--- config.mk ---
export PLATFORM = sky130hd
export DESIGN_NAME = md5_stream_hash_flat
export DESIGN_NICKNAME = d
export VERILOG_FILES = /design/src/design/md5_pkg.sv /design/src/design/md5_in_if.sv /design/src/design/md5_out_if.sv /design/src/design/md5_ram.sv /design/src/design/md5_stream_hash.sv /design/src/flat_wrapper.sv
export SDC_FILE = /design/constraint.sdc
export NUM_CORES = 2
export LEC_CHECK = 0
export BUFFER_PORTS_ARGS = -buffer_cell sky130_fd_sc_hd__buf_2
export CORE_MARGIN = 10
export CORE_UTILIZATION = 50
export CTS_CLUSTER_DIAMETER = 80
export CTS_CLUSTER_SIZE = 40
export DETAILED_ROUTE_END_ITERATION = 10
export PLACE_DENSITY = 0.76
export SETUP_SLACK_MARGIN = 0.15
export SLEW_MARGIN = 25
export SYNTH_ARGS = -nofsm -noshare
export SYNTH_HDL_FRONTEND = slang
export SYNTH_SLANG_ARGS = --single-unit
--- constraint.sdc ---
create_clock -name clk -period 26.8 [get_ports clk]
set_input_delay 5.36 -clock clk [delete_from_list [all_inputs] [get_ports clk]]
set_output_delay 5.36 -clock clk [all_outputs]
set_load 0.01 [all_outputs]
--- src/design/md5_pkg.sv ---
`timescale 1ns / 1ps
`default_nettype none
// ----------------------------------------------------------------------------
// md5_pkg
// Shared types, constants and round functions of the MD5 stream hasher.
// ----------------------------------------------------------------------------
package md5_pkg;

    localparam int WORD_W    = 32;
    localparam int BLK_WORDS = 16;
    localparam int BLK_AW    = 4;
    localparam int STEP_W    = 6;

    localparam logic [31:0] INIT_A = 32'h67452301;
    localparam logic [31:0] INIT_B = 32'hefcdab89;
    localparam logic [31:0] INIT_C = 32'h98badcfe;
    localparam logic [31:0] INIT_D = 32'h10325476;

    localparam logic [7:0] PAD_BYTE   = 8'h80;
    localparam logic [5:0] LEN_SLOT   = 6'd56;
    localparam logic [5:0] LAST_SLOT  = 6'h3F;
    localparam logic [6:0] LAST_CYCLE = 7'd65;

    typedef enum logic [2:0] {
        ST_ACCEPT,
        ST_COMP,
        ST_FINAL,
        ST_PAD,
        ST_OUT0,
        ST_OUT1
    } md5_state_t;

    typedef enum logic [1:0] {
        PAD_MARK,
        PAD_ZERO,
        PAD_LEN
    } pad_stage_t;

    function automatic logic [31:0] k_const(input logic [5:0] s);
        logic [31:0] k;
        case (s)
            6'd0:  k = 32'hd76aa478;  6'd1:  k = 32'he8c7b756;
            6'd2:  k = 32'h242070db;  6'd3:  k = 32'hc1bdceee;
            6'd4:  k = 32'hf57c0faf;  6'd5:  k = 32'h4787c62a;
            6'd6:  k = 32'ha8304613;  6'd7:  k = 32'hfd469501;
            6'd8:  k = 32'h698098d8;  6'd9:  k = 32'h8b44f7af;
            6'd10: k = 32'hffff5bb1;  6'd11: k = 32'h895cd7be;
            6'd12: k = 32'h6b901122;  6'd13: k = 32'hfd987193;
            6'd14: k = 32'ha679438e;  6'd15: k = 32'h49b40821;
            6'd16: k = 32'hf61e2562;  6'd17: k = 32'hc040b340;
            6'd18: k = 32'h265e5a51;  6'd19: k = 32'he9b6c7aa;
            6'd20: k = 32'hd62f105d;  6'd21: k = 32'h02441453;
            6'd22: k = 32'hd8a1e681;  6'd23: k = 32'he7d3fbc8;
            6'd24: k = 32'h21e1cde6;  6'd25: k = 32'hc33707d6;
            6'd26: k = 32'hf4d50d87;  6'd27: k = 32'h455a14ed;
            6'd28: k = 32'ha9e3e905;  6'd29: k = 32'hfcefa3f8;
            6'd30: k = 32'h676f02d9;  6'd31: k = 32'h8d2a4c8a;
            6'd32: k = 32'hfffa3942;  6'd33: k = 32'h8771f681;
            6'd34: k = 32'h6d9d6122;  6'd35: k = 32'hfde5380c;
            6'd36: k = 32'ha4beea44;  6'd37: k = 32'h4bdecfa9;
            6'd38: k = 32'hf6bb4b60;  6'd39: k = 32'hbebfbc70;
            6'd40: k = 32'h289b7ec6;  6'd41: k = 32'heaa127fa;
            6'd42: k = 32'hd4ef3085;  6'd43: k = 32'h04881d05;
            6'd44: k = 32'hd9d4d039;  6'd45: k = 32'he6db99e5;
            6'd46: k = 32'h1fa27cf8;  6'd47: k = 32'hc4ac5665;
            6'd48: k = 32'hf4292244;  6'd49: k = 32'h432aff97;
            6'd50: k = 32'hab9423a7;  6'd51: k = 32'hfc93a039;
            6'd52: k = 32'h655b59c3;  6'd53: k = 32'h8f0ccc92;
            6'd54: k = 32'hffeff47d;  6'd55: k = 32'h85845dd1;
            6'd56: k = 32'h6fa87e4f;  6'd57: k = 32'hfe2ce6e0;
            6'd58: k = 32'ha3014314;  6'd59: k = 32'h4e0811a1;
            6'd60: k = 32'hf7537e82;  6'd61: k = 32'hbd3af235;
            6'd62: k = 32'h2ad7d2bb;
            default: k = 32'heb86d391;
        endcase
        return k;
    endfunction

    function automatic logic [4:0] rot_amt(input logic [5:0] s);
        logic [4:0] r;
        case ({s[5:4], s[1:0]})
            4'd0:  r = 5'd7;   4'd1:  r = 5'd12;  4'd2:  r = 5'd17;  4'd3:  r = 5'd22;
            4'd4:  r = 5'd5;   4'd5:  r = 5'd9;   4'd6:  r = 5'd14;  4'd7:  r = 5'd20;
            4'd8:  r = 5'd4;   4'd9:  r = 5'd11;  4'd10: r = 5'd16;  4'd11: r = 5'd23;
            4'd12: r = 5'd6;   4'd13: r = 5'd10;  4'd14: r = 5'd15;
            default: r = 5'd21;
        endcase
        return r;
    endfunction

    function automatic logic [3:0] msg_index(input logic [5:0] s);
        logic [3:0] lo;
        logic [3:0] idx;
        lo = s[3:0];
        case (s[5:4])
            2'd0:    idx = lo;
            2'd1:    idx = 4'(lo * 4'd5 + 4'd1);
            2'd2:    idx = 4'(lo * 4'd3 + 4'd5);
            default: idx = 4'(lo * 4'd7);
        endcase
        return idx;
    endfunction

    function automatic logic [31:0] mix_fn(input logic [1:0] q, input logic [31:0] b,
                                           input logic [31:0] c, input logic [31:0] d);
        logic [31:0] m;
        case (q)
            2'd0:    m = (b & c) | (~b & d);
            2'd1:    m = (b & d) | (c & ~d);
            2'd2:    m = b ^ c ^ d;
            default: m = c ^ (b | ~d);
        endcase
        return m;
    endfunction

endpackage
`default_nettype wire

--- src/design/md5_in_if.sv ---
`timescale 1ns / 1ps
`default_nettype none
// ----------------------------------------------------------------------------
// md5_in_if
// Byte channel: one optional message byte and an end mark per transaction.
// ----------------------------------------------------------------------------
interface md5_in_if;
    logic       valid;
    logic       ready;
    logic [7:0] data_byte;
    logic       byte_valid;
    logic       message_end;

    modport source (output valid, data_byte, byte_valid, message_end, input ready);
    modport sink   (input valid, data_byte, byte_valid, message_end, output ready);
endinterface
`default_nettype wire

--- src/design/md5_out_if.sv ---
`timescale 1ns / 1ps
`default_nettype none
// ----------------------------------------------------------------------------
// md5_out_if
// Digest channel: one 64-bit digest half per transaction.
// ----------------------------------------------------------------------------
interface md5_out_if;
    logic        valid;
    logic        ready;
    logic [63:0] digest_half;
    logic        half_index;
    logic        last_half;

    modport source (output valid, digest_half, half_index, last_half, input ready);
    modport sink   (input valid, digest_half, half_index, last_half, output ready);
endinterface
`default_nettype wire

--- src/design/md5_ram.sv ---
`timescale 1ns / 1ps
`default_nettype none
// ----------------------------------------------------------------------------
// md5_ram
// Generic simple dual-port RAM, one write port, one registered read port.
// ----------------------------------------------------------------------------
module md5_ram #(
    parameter int WIDTH = 32,
    parameter int DEPTH = 16
) (
    input  wire logic                     clk,
    input  wire logic                     wr_en,
    input  wire logic [$clog2(DEPTH)-1:0] wr_addr,
    input  wire logic [WIDTH-1:0]         wr_data,
    input  wire logic [$clog2(DEPTH)-1:0] rd_addr,
    output logic      [WIDTH-1:0]         rd_data
);
    logic [WIDTH-1:0] mem [DEPTH];

    always_ff @(posedge clk)
    begin
        if (wr_en)
        begin
            mem[wr_addr] <= wr_data;
        end
        rd_data <= mem[rd_addr];
    end
endmodule
`default_nettype wire

--- src/design/md5_stream_hash.sv ---
`timescale 1ns / 1ps
`default_nettype none
// ----------------------------------------------------------------------------
// md5_stream_hash
// MD5 digest over a byte stream, block words held in a synchronous RAM.
// ----------------------------------------------------------------------------
// Usage:
//   byte_ch carries one transaction per item: data_byte when byte_valid is
//   set, and message_end on the last item of a message. Items without a
//   byte and without an end are dropped.
//   digest_ch returns two transactions per message end: digest bytes 0..7
//   (half_index 0), then bytes 8..15 (half_index 1, last_half 1).
// Flow:
//   A byte item is taken whenever the hasher accepts. The item that completes a
//   64-byte block starts the compression, which holds byte_ch.ready low
//   through 64 steps of one shared round unit, a prefetch of the first
//   block word through the RAM read and pre-add registers, and a fold into
//   the chaining value. An end item walks padding and length one byte a
//   cycle and runs one or two compressions before digest_ch.valid rises.
// Reset and stall:
//   Reset loads the initial chaining value and clears the bit count and
//   byte position. The block RAM needs no clearing. While digest_ch is
//   stalled the digest halves hold and byte_ch stays not ready.
// ----------------------------------------------------------------------------
module md5_stream_hash
    import md5_pkg::*;
(
    input  wire logic  clk,
    input  wire logic  rst_n,
    md5_in_if.sink     byte_ch,
    md5_out_if.source  digest_ch
);

    md5_state_t state_reg, state_next;
    pad_stage_t stage_reg;

    logic [5:0]  pos_reg;
    logic [63:0] count_reg;
    logic [63:0] total_reg;
    logic        pad_active_reg;
    logic        len_done_reg;
    logic [6:0]  cyc_reg;
    logic [31:0] word_reg;
    logic [31:0] ch_a_reg, ch_b_reg, ch_c_reg, ch_d_reg;
    logic [31:0] a_reg, b_reg, c_reg, d_reg;
    logic [31:0] pre_reg;

    logic        in_fire, out_fire;
    logic        put_en;
    logic [7:0]  put_val;
    logic [31:0] word_next;
    logic [63:0] count_next;
    logic [31:0] ram_rdata;
    logic [5:0]  pre_step, exe_step;
    logic [31:0] sum, rot;
    logic [63:0] rot_wide;

    assign in_fire  = byte_ch.valid && byte_ch.ready;
    assign out_fire = digest_ch.valid && digest_ch.ready;

    // Next state
    always_comb
    begin
        state_next = state_reg;
        case (state_reg)
            ST_ACCEPT:
            begin
                if (in_fire)
                begin
                    if (byte_ch.byte_valid && pos_reg == LAST_SLOT)
                        state_next = ST_COMP;
                    else if (byte_ch.message_end)
                        state_next = ST_PAD;
                end
            end
            ST_COMP:
            begin
                if (cyc_reg == LAST_CYCLE)
                    state_next = ST_FINAL;
            end
            ST_FINAL:
            begin
                if (!pad_active_reg)
                    state_next = ST_ACCEPT;
                else if (len_done_reg)
                    state_next = ST_OUT0;
                else
                    state_next = ST_PAD;
            end
            ST_PAD:
            begin
                if (pos_reg == LAST_SLOT)
                    state_next = ST_COMP;
            end
            ST_OUT0:
            begin
                if (out_fire)
                    state_next = ST_OUT1;
            end
            ST_OUT1:
            begin
                if (out_fire)
                    state_next = ST_ACCEPT;
            end
            default: state_next = ST_ACCEPT;
        endcase
    end

    // Outputs and byte source
    always_comb
    begin
        byte_ch.ready         = 1'b0;
        digest_ch.valid       = 1'b0;
        digest_ch.half_index  = 1'b0;
        digest_ch.last_half   = 1'b0;
        digest_ch.digest_half = {ch_b_reg, ch_a_reg};
        put_en                = 1'b0;
        put_val               = byte_ch.data_byte;
        case (state_reg)
            ST_ACCEPT:
            begin
                byte_ch.ready = 1'b1;
                put_en        = in_fire && byte_ch.byte_valid;
            end
            ST_PAD:
            begin
                put_en = 1'b1;
                case (stage_reg)
                    PAD_MARK: put_val = PAD_BYTE;
                    PAD_LEN:  put_val = total_reg[{pos_reg[2:0], 3'b000} +: 8];
                    default:  put_val = 8'h00;
                endcase
            end
            ST_OUT0:
            begin
                digest_ch.valid = 1'b1;
            end
            ST_OUT1:
            begin
                digest_ch.valid       = 1'b1;
                digest_ch.half_index  = 1'b1;
                digest_ch.last_half   = 1'b1;
                digest_ch.digest_half = {ch_d_reg, ch_c_reg};
            end
            default: ;
        endcase
    end

    // Pack bytes little-endian; write the word when its top lane lands
    always_comb
    begin
        word_next = word_reg;
        word_next[{pos_reg[1:0], 3'b000} +: 8] = put_val;
    end

    assign count_next = count_reg + (byte_ch.byte_valid ? 64'd8 : 64'd0);

    // Prefetch two steps ahead: RAM address for cycle n, pre-add for step n-1,
    // round for step n-2
    assign pre_step = 6'(cyc_reg - 7'd1);
    assign exe_step = 6'(cyc_reg - 7'd2);

    md5_ram #(
        .WIDTH (WORD_W),
        .DEPTH (BLK_WORDS)
    ) u_block_ram (
        .clk     (clk),
        .wr_en   (put_en && pos_reg[1:0] == 2'd3),
        .wr_addr (pos_reg[5:2]),
        .wr_data (word_next),
        .rd_addr (msg_index(cyc_reg[5:0])),
        .rd_data (ram_rdata)
    );

    assign sum      = pre_reg + mix_fn(exe_step[5:4], b_reg, c_reg, d_reg);
    assign rot_wide = {sum, sum} << rot_amt(exe_step);
    assign rot      = rot_wide[63:32];

    always_ff @(posedge clk or negedge rst_n)
    begin
        if (!rst_n)
        begin
            state_reg      <= ST_ACCEPT;
            stage_reg      <= PAD_MARK;
            pos_reg        <= '0;
            count_reg      <= '0;
            pad_active_reg <= 1'b0;
            len_done_reg   <= 1'b0;
            cyc_reg        <= '0;
            ch_a_reg       <= INIT_A;
            ch_b_reg       <= INIT_B;
            ch_c_reg       <= INIT_C;
            ch_d_reg       <= INIT_D;
        end
        else
        begin
            state_reg <= state_next;

            if (put_en)
            begin
                pos_reg <= pos_reg + 6'd1;
            end

            if (in_fire)
            begin
                count_reg <= count_next;
                if (byte_ch.message_end)
                begin
                    pad_active_reg <= 1'b1;
                    len_done_reg   <= 1'b0;
                    stage_reg      <= PAD_MARK;
                end
            end

            if (state_reg == ST_PAD)
            begin
                if (pos_reg + 6'd1 == LEN_SLOT)
                    stage_reg <= PAD_LEN;
                else if (stage_reg == PAD_MARK)
                    stage_reg <= PAD_ZERO;
                if (stage_reg == PAD_LEN && pos_reg == LAST_SLOT)
                    len_done_reg <= 1'b1;
            end

            // Step counter runs only inside a compression
            if (state_reg == ST_COMP && cyc_reg != LAST_CYCLE)
                cyc_reg <= cyc_reg + 7'd1;
            else
                cyc_reg <= '0;

            if (state_reg == ST_FINAL)
            begin
                ch_a_reg <= ch_a_reg + a_reg;
                ch_b_reg <= ch_b_reg + b_reg;
                ch_c_reg <= ch_c_reg + c_reg;
                ch_d_reg <= ch_d_reg + d_reg;
            end

            // Reload the initial value once the last half is taken
            if (state_reg == ST_OUT1 && out_fire)
            begin
                ch_a_reg       <= INIT_A;
                ch_b_reg       <= INIT_B;
                ch_c_reg       <= INIT_C;
                ch_d_reg       <= INIT_D;
                count_reg      <= '0;
                pad_active_reg <= 1'b0;
            end
        end
    end

    // Payload registers
    always_ff @(posedge clk)
    begin
        if (put_en)
        begin
            word_reg <= word_next;
        end
        if (in_fire && byte_ch.message_end)
        begin
            total_reg <= count_next;
        end

        if (state_reg != ST_COMP)
        begin
            a_reg <= ch_a_reg;
            b_reg <= ch_b_reg;
            c_reg <= ch_c_reg;
            d_reg <= ch_d_reg;
        end
        else if (cyc_reg >= 7'd2)
        begin
            a_reg <= d_reg;
            d_reg <= c_reg;
            c_reg <= b_reg;
            b_reg <= b_reg + rot;
        end

        if (state_reg == ST_COMP && cyc_reg >= 7'd1)
        begin
            pre_reg <= ((cyc_reg == 7'd1) ? a_reg : d_reg) + ram_rdata + k_const(pre_step);
        end
    end

    // Checks
    a_no_overlap: assert property (@(posedge clk) disable iff (!rst_n)
        !(byte_ch.ready && digest_ch.valid))
        else $error("byte channel ready while a digest is pending");

    a_cycle_bound: assert property (@(posedge clk) disable iff (!rst_n)
        cyc_reg <= LAST_CYCLE)
        else $error("compression step counter overran");

    a_digest_after_pad: assert property (@(posedge clk) disable iff (!rst_n)
        (state_reg == ST_OUT0) |-> (pad_active_reg && len_done_reg && pos_reg == 6'd0))
        else $error("digest issued before padding completed");

    a_comp_on_full: assert property (@(posedge clk) disable iff (!rst_n)
        (state_reg != ST_COMP && state_next == ST_COMP) |-> (pos_reg == LAST_SLOT && put_en))
        else $error("compression started on a partial block");

endmodule
`default_nettype wire
--- src/flat_wrapper.sv ---
// flat-port wrapper written by rule: the top's interface ports become plain ports
module md5_stream_hash_flat import md5_pkg::*;
  (clk, rst_n, byte_ch_valid, byte_ch_data_byte, byte_ch_byte_valid, byte_ch_message_end, byte_ch_ready, digest_ch_valid, digest_ch_digest_half, digest_ch_half_index, digest_ch_last_half, digest_ch_ready);
  md5_in_if byte_ch_i ();
  md5_out_if digest_ch_i ();
  input  wire logic clk;
  input  wire logic rst_n;
  input wire logic [$bits(byte_ch_i.valid)-1:0] byte_ch_valid;
  input wire logic [$bits(byte_ch_i.data_byte)-1:0] byte_ch_data_byte;
  input wire logic [$bits(byte_ch_i.byte_valid)-1:0] byte_ch_byte_valid;
  input wire logic [$bits(byte_ch_i.message_end)-1:0] byte_ch_message_end;
  output wire logic [$bits(byte_ch_i.ready)-1:0] byte_ch_ready;
  output wire logic [$bits(digest_ch_i.valid)-1:0] digest_ch_valid;
  output wire logic [$bits(digest_ch_i.digest_half)-1:0] digest_ch_digest_half;
  output wire logic [$bits(digest_ch_i.half_index)-1:0] digest_ch_half_index;
  output wire logic [$bits(digest_ch_i.last_half)-1:0] digest_ch_last_half;
  input wire logic [$bits(digest_ch_i.ready)-1:0] digest_ch_ready;
  assign byte_ch_i.valid = byte_ch_valid;
  assign byte_ch_i.data_byte = byte_ch_data_byte;
  assign byte_ch_i.byte_valid = byte_ch_byte_valid;
  assign byte_ch_i.message_end = byte_ch_message_end;
  assign byte_ch_ready = byte_ch_i.ready;
  assign digest_ch_valid = digest_ch_i.valid;
  assign digest_ch_digest_half = digest_ch_i.digest_half;
  assign digest_ch_half_index = digest_ch_i.half_index;
  assign digest_ch_last_half = digest_ch_i.last_half;
  assign digest_ch_i.ready = digest_ch_ready;
  md5_stream_hash u_core (.clk(clk), .rst_n(rst_n), .byte_ch(byte_ch_i), .digest_ch(digest_ch_i));
endmodule
# After elaboration in Yosys (flattened, before gate mapping)
# Memory sizes are Yosys's and may differ from the RTL's. A register that Yosys moved wholly into a read port is not among the register bits.
# Cells that the tools add are included.
# Widths: inputs -> output; s select.
[totals]
register_bits = 468
ram_bits = 512
romBits = 2128
output_inout_bits = 68
word_cells = 158
mem_count = 3
[memory_table]
columns = ["memory", "depth", "word_bits", "rd", "rd_clocked_by_memory_dff", "write_ports", "line_no", "text"]
rows = [
  ["(name not given)", 64, 32, 1, 0, 0, "md5_pkg.sv:41", "case (s)"],
  ["u_core.u_block_ram.mem", 16, 32, 1, 1, 1, "md5_ram.sv:18", "logic [WIDTH-1:0] mem [DEPTH];"],
  ["(name not given)", 16, 5, 1, 0, 0, "md5_pkg.sv:81", "case ({s[5:4], s[1:0]})"],
]
[op_classes]
add_sub_neg = 16
mul = 3
magnitude_cmp = 2
n_eq_ne = 23
shifts = 4
mux = 56
bitwise_logic = 12
n_reduce_logical = 21
[ops]
columns = ["cell", "count"]
rows = [
  ["$mux 32", 18],
  ["$add 32x32->32", 8],
  ["$mux 64", 3],
  ["$and 32x32->32", 4],
  ["$or 32x32->32", 3],
  ["$pmux 32 s3", 1],
  ["$xor 32x32->32", 3],
  ["$add 64x64->64", 1],
  ["$not 32->32", 2],
  ["$shiftx 64x7->8", 1],
  ["$shl 64x5->64", 1],
  ["$bwmux 32", 1],
  ["$shift 8x7->32 const A", 1],
  ["$shiftx 8x7->32", 1],
  ["$mux 3", 9],
  ["$pmux 3 s6", 1],
  ["$pmux 8 s2", 1],
  ["$eq 6x6->1 const B", 2],
  ["$mux 1", 12],
  ["$pmux 4 s3", 1],
  ["$logic_and 1x1->1", 10],
  ["$mux 2", 5],
  ["$ne 2x1->1 const B", 5],
  ["$eq 2x2->1 const B", 4],
  ["other kinds (30)", 39],
]

# Logic depth before layout (Yosys ltp)
[logic_depth]
depth_word = 9
depth_mapped = 40

# Modules after synthesis
# From an unflattened synthesis, not the netlist that was laid out.
[unflattened]
hier_cells = 5650
area_unflattened_um2 = 59610.9
[by_module_without_submodules]
columns = ["mod", "instances", "cells_per_inst", "area_each_um2", "seq_area_each_um2"]
rows = [
  ["md5_stream_hash", 1, 4812, 39775.6, 12907.4],
  ["md5_ram", 1, 838, 19835.3, 16015.4],
]

# Worst setup path after synthesis
# OpenSTA, ideal clock, no wires.
[synth_path]
path_type = "input -> register"
startpoint = "in byte_ch_valid"
endpoint = "mem u_core.u_block_ram.mem[0][0] (enable)"
setup_ns = 0.461
t_arrival_ns = 9.622
setup_slack_ns = 16.717
path_stages = 9
cell_sequence = "and2_1 -> clkbuf_1 -> nand2_1 -> and2_1 -> clkbuf_1 -> inv_1 -> nand2_1 -> or3_1 -> nor3_1"
[synth_between]
elab_chain_cells = 6
[synth_rtl]
columns = ["element", "line_no", "text"]
rows = [
  ["from (decl)", "flat_wrapper.sv:8", "input wire logic [$bits(byte_ch_i.valid)-1:0] byte_ch_valid;"],
  ["$logic_and 1x1->1", "md5_stream_hash.sv:58", "assign in_fire = byte_ch.valid && byte_ch.ready;"],
  ["$logic_and 1x1->1", "md5_stream_hash.sv:123", "put_en = in_fire && byte_ch.byte_valid;"],
  ["$pmux 1 s2", "md5_stream_hash.sv:119", "case (state_reg)"],
  ["named net u_core.put_en", "md5_stream_hash.sv:49", "logic put_en;"],
  ["$logic_and 1x1->1", "md5_stream_hash.sv:168", ".wr_en (put_en && pos_reg[1:0] == 2'd3),"],
  ["$mux 1", "md5_ram.sv:22", "if (wr_en)"],
  ["$mux 1 (implied by the code)", "md5_ram.sv:24", "mem[wr_addr] <= wr_data;"],
  ["to (decl)", "md5_ram.sv:18", ""],
]
# The timed path passes the listed nets, and every way through them passes these cells.

# Worst setup path after layout
[layout_path]
startpoint = "reg u_core.cyc_reg[2]"
endpoint = "reg u_core.b_reg[30] (data pin)"
[layout_between]
elab_chain_cells = 8
word_cells_on_any_way = 11
classes_between = "add/sub (3); eq/ne (2); shift (1); mux (3); reduce/logical (1); memory (1)"
[layout_rtl]
columns = ["element", "line_no", "text"]
rows = [
  ["from (decl)", "md5_stream_hash.sv:42", "logic [6:0] cyc_reg;"],
  ["from (signal assigned)", "md5_stream_hash.sv:227", "cyc_reg <= cyc_reg + 7'd1;"],
  ["$sub 6x2->6 (*)", "md5_stream_hash.sv:161", "assign exe_step = 6'(cyc_reg - 7'd2);"],
  ["$eq 2x2->1 (tied with other cells)", "md5_pkg.sv:107", "case (q)"],
  ["$pmux 32 s3", "md5_pkg.sv:107", ""],
  ["$add 32x32->32", "md5_stream_hash.sv:175", "assign sum = pre_reg + mix_fn(exe_step[5:4], b_reg, c_reg, d_reg);"],
  ["$shl 64x5->64 (*)", "md5_stream_hash.sv:176", "assign rot_wide = {sum, sum} << rot_amt(exe_step);"],
  ["$add 32x32->32 (*)", "md5_stream_hash.sv:276", "b_reg <= b_reg + rot;"],
  ["$mux 32 (*)", "md5_stream_hash.sv:271", "else if (cyc_reg >= 7'd2)"],
  ["$mux 32 (*)", "md5_stream_hash.sv:264", "if (state_reg != ST_COMP)"],
  ["to (signal assigned)", "md5_stream_hash.sv:267", "b_reg <= ch_b_reg;"],
  ["to (signal assigned)", "md5_stream_hash.sv:276", ""],
  ["to (decl)", "md5_stream_hash.sv:45", "logic [31:0] a_reg, b_reg, c_reg, d_reg;"],
]
# Mark *: on every way between the ends. The rest lies on a longest branch, timed or not. The select of a mux whose other input is x is not followed.
# A chain may end at the register's enable or synchronous reset.

==> run_results.csv <==
group,metric,value,unit
yosys,postSynthCellCount,5633,
job,drv_cap,0,
yosys,synth.distinct_cells,105,
drt,firstDrtPassIters,6,
floorplan,chipWidth,365.6,um
worst_setup_path,end_kind,"register",
drt,met3RoutedLength,16520,um
clocking,numCtsBuffers,44,
sta,grt_setup_unrepaired,"no",
drt,wl,176900,um
run_status,result_of_the_run,"finished, final reports clean",
layout,nets,5857,
drt,route.detailed.wl_per_inst,24.67,um
layout,num_antenna_cells,0,
clocking,post-cts-setup-buffer-count,0,
drt,drc,0,
layout,design_area,0.06374,mm2
sta,hold_viol_final,0,
clocking,clock_insertion_delay_at_the_later_pin_of_the_skew_report,0.72,ns
worst_setup_path,setup.worst_path.start_class,"register",
drt,via_count,45550,
floorplan,floorplan.rows,126,
yosys,number_of_flops_mapped_to_enable_cells_by_yosys,765,
floorplan,core_area,0.1184,mm2
layout,layout.cells.most_common_list,"nand2_1, edfxtp_1, o21ai_0",
sta,final.setup_skew,0.1296,ns
placed_design,gp_routability_congestion,0.9540,
yosys,syn_nets,5955,
sta,finalMaxSlewViolations,0,
drt,post_drt_via_cell_ratio,6.353,
drt,dr.first_iter.drc_count,5359,
floorplan,initial_core_util,50.44,%
grt,grt_first_pass_wirelength,266900,um
worst_setup_path,startpoint,"u_core.cyc_reg[2]$_DFF_PN0_",
floorplan,die_area,0.1336,mm2
layout,drive_above_1_share,10.97,%
layout,fillers,9981,
yosys,synth_area_per_cell,10.60,um2
worst_setup_path,timing.critical_path.fanout_max,103,
clocking,clk_root_buffer_cell,"clkbuf_16",
layout,mostFrequentLayoutCell,"nand2_1",
sta,max-slew-margin-rel,19.85,%
layout,fin_cells,7170,
worst_hold_path,hold_path.startpoint,"u_core.ch_a_reg[0]$_DFFE_PN1P_",
clocking,htree_num_levels,2,
sta,period_needed,10.57,ns
sta,fmax,94.58,MHz
placed_design,placedInstanceArea,0.06186,mm2
drt,dr.max_layer_used,"met5",
yosys,synthArstFlopShare,20.78,%
yosys,postSynth.topFlopCell,"edfxtp_1",
worst_setup_path,setup.reg_to_reg.worst_slack,16.23,ns
grt,grt_start_max_net_pins,104,
worst_setup_path,worstPathArrival,11.02,ns
grt,global_route.usage.total,25.85,%
clocking,cts_hold_buf,0,
grt,grt-ovfl-total,0,
worst_setup_path,slowest_delay,0.80,ns
placed_design,io_buffers,81,
layout,largest_reg_flops,512,
worst_hold_path,worst_hold_path_type,"reg2reg",
worst_setup_path,worstPathRequired,27.25,ns
yosys,synth-warning-count,0,
clocking,clock_transition_at_the_registers_of_the_reported_paths,0.10,ns
clocking,clkSinkCount,1006,
yosys,seq_area_frac_synth,48.44,%
clocking,tritoncts_clock_tree,"done",
clocking,cts.repair.resized,0,
worst_setup_path,crit_path_top_delay_cell,"dfrtp_1",
clocking,cts_buffer_depth,3,
sta,timing.final.setup_violations,0,
worst_setup_path,crit-reg2reg-launch,"u_core.cyc_reg[2]$_DFF_PN0_",
drt,met2_wirelength,81500,um
sta,fin_crit_sh,39.45,%
drt,detail_route.wirelength.met1,69370,um
worst_setup_path,path_class,"reg2reg",
drt,remaining_antenna_violation_count_after_routing,0,
placed_design,dpl.hpwl,122200,um
floorplan,floorplan.die.height,365.6,um
yosys,netlist_area,0.05971,mm2
yosys,ys_ff_latch,1006,
placed_design,placed_cell_count,7087,
floorplan,boundaryPins,82,
grt,via_count_of_the_first_global_routing_pass,43280,
layout,layout-area-overhead-vs-synth,6.736,%
grt,grt_antenna_before_repair,8,
sta,timing.setup.tns,0,ns
sta,tightestPinTransition,1.190,ns
Yosys cell counts (all sizes together), types with 39 or more instances:
library cell  number  share of area (%)
a21oi            347                2.9
nor2             386                2.4
ha               266                5.6
o22ai             42               0.44
o211ai            39               0.51
a31oi             80               0.84
buf               96               0.76
or3               60               0.64
dfstp             64                2.8
o21ai            382                3.2
mux2i            146                2.4
a22o              39               0.57
edfxtp           765                 38
a21o             105                1.3
nor3              89               0.75
fa                42                1.4
mux4             145                5.5
xnor2            181                2.7
inv              194                1.2
and3              40               0.42
dfrtp            145                6.1
nand3            151                1.3
nand2            853                5.4
a211oi            75               0.99
nor2b             62               0.65
xor2             117                1.7
clkbuf           216                1.4
o31ai             41               0.54
area by class of cell:
type | count | area (um2) | area share [%]
inverter | 196 | 735.7 | 1.154
timing repair buffer | 168 | 1109 | 1.739
clock inverter | 28 | 495.5 | 0.7774
tap | 1600 | 2002 | 3.141
multi-input combinational | 4119 | 29340 | 46.03
clock buffer | 53 | 1135 | 1.781
sequential | 1006 | 28920 | 45.38
routing by layer:
metal,vias to the layer above,GRT usage [%]
met3,455,4.874
met4,10,12.02
li1,20550,-
met5,-,0
met2,2231,41.00
met1,22300,34.23
logic make-up after synthesis:
| family | Yosys count | share of synthesized area, % |
|---|---|---|
| flops | 1006 | 48.44 |
| xor+xnor | 298 | 4.409 |
| compound gates | 1404 | 15.12 |
| fa+ha+maj | 308 | 6.982 |
| buf+inv | 508 | 3.350 |
| simple gates | 1788 | 13.22 |
| mux | 321 | 8.488 |
path summary, 6_finish.rpt:
| path | endpoint | cells past startpoint |
|---|---|---|
| setup / recovery | u_core.b_reg[30]$_DFFE_PP_ | 36 |
| hold / removal | u_core.ch_a_reg[0]$_DFFE_PN1P_ | 2 |
| setup reg to reg | u_core.b_reg[30]$_DFFE_PP_ | 36 |
| hold reg to reg | u_core.ch_a_reg[0]$_DFFE_PN1P_ | 2 |
| max in group asynchronous | u_core.ch_d_reg[0]$_DFFE_PN0P_ | 3 |
| min in group asynchronous | u_core.count_reg[14]$_DFFE_PN0N_ | 1 |
stage by stage:
stage               utilization (%)  hold WS, ns  worst slack, ns
global placement              52.23       0.4863            16.69
detailed placement            52.25       0.4892            16.31
floorplan                         -       0.4667            16.72
CTS                           53.62       0.5151            16.34
finish                        53.83       0.5138            16.23
global route                  53.83       0.5435            15.31
worst max-delay path, delay by kind of cell (launching register included):
kind                     cells  cell delay, ns
AO/OA/AOI/OAI               16            4.27
XOR/XNOR                     3            0.43
adder cells (fa/ha/maj)      4            1.30
buffers and inverters        2            1.11
flip-flops                   1            0.80
multiplexers                 3            0.89
AND/OR/NAND/NOR              8            1.55
Power is left out: the tool's default activity adds up to more than one toggle a clock period on the data nets, which glitch-free logic cannot reach.
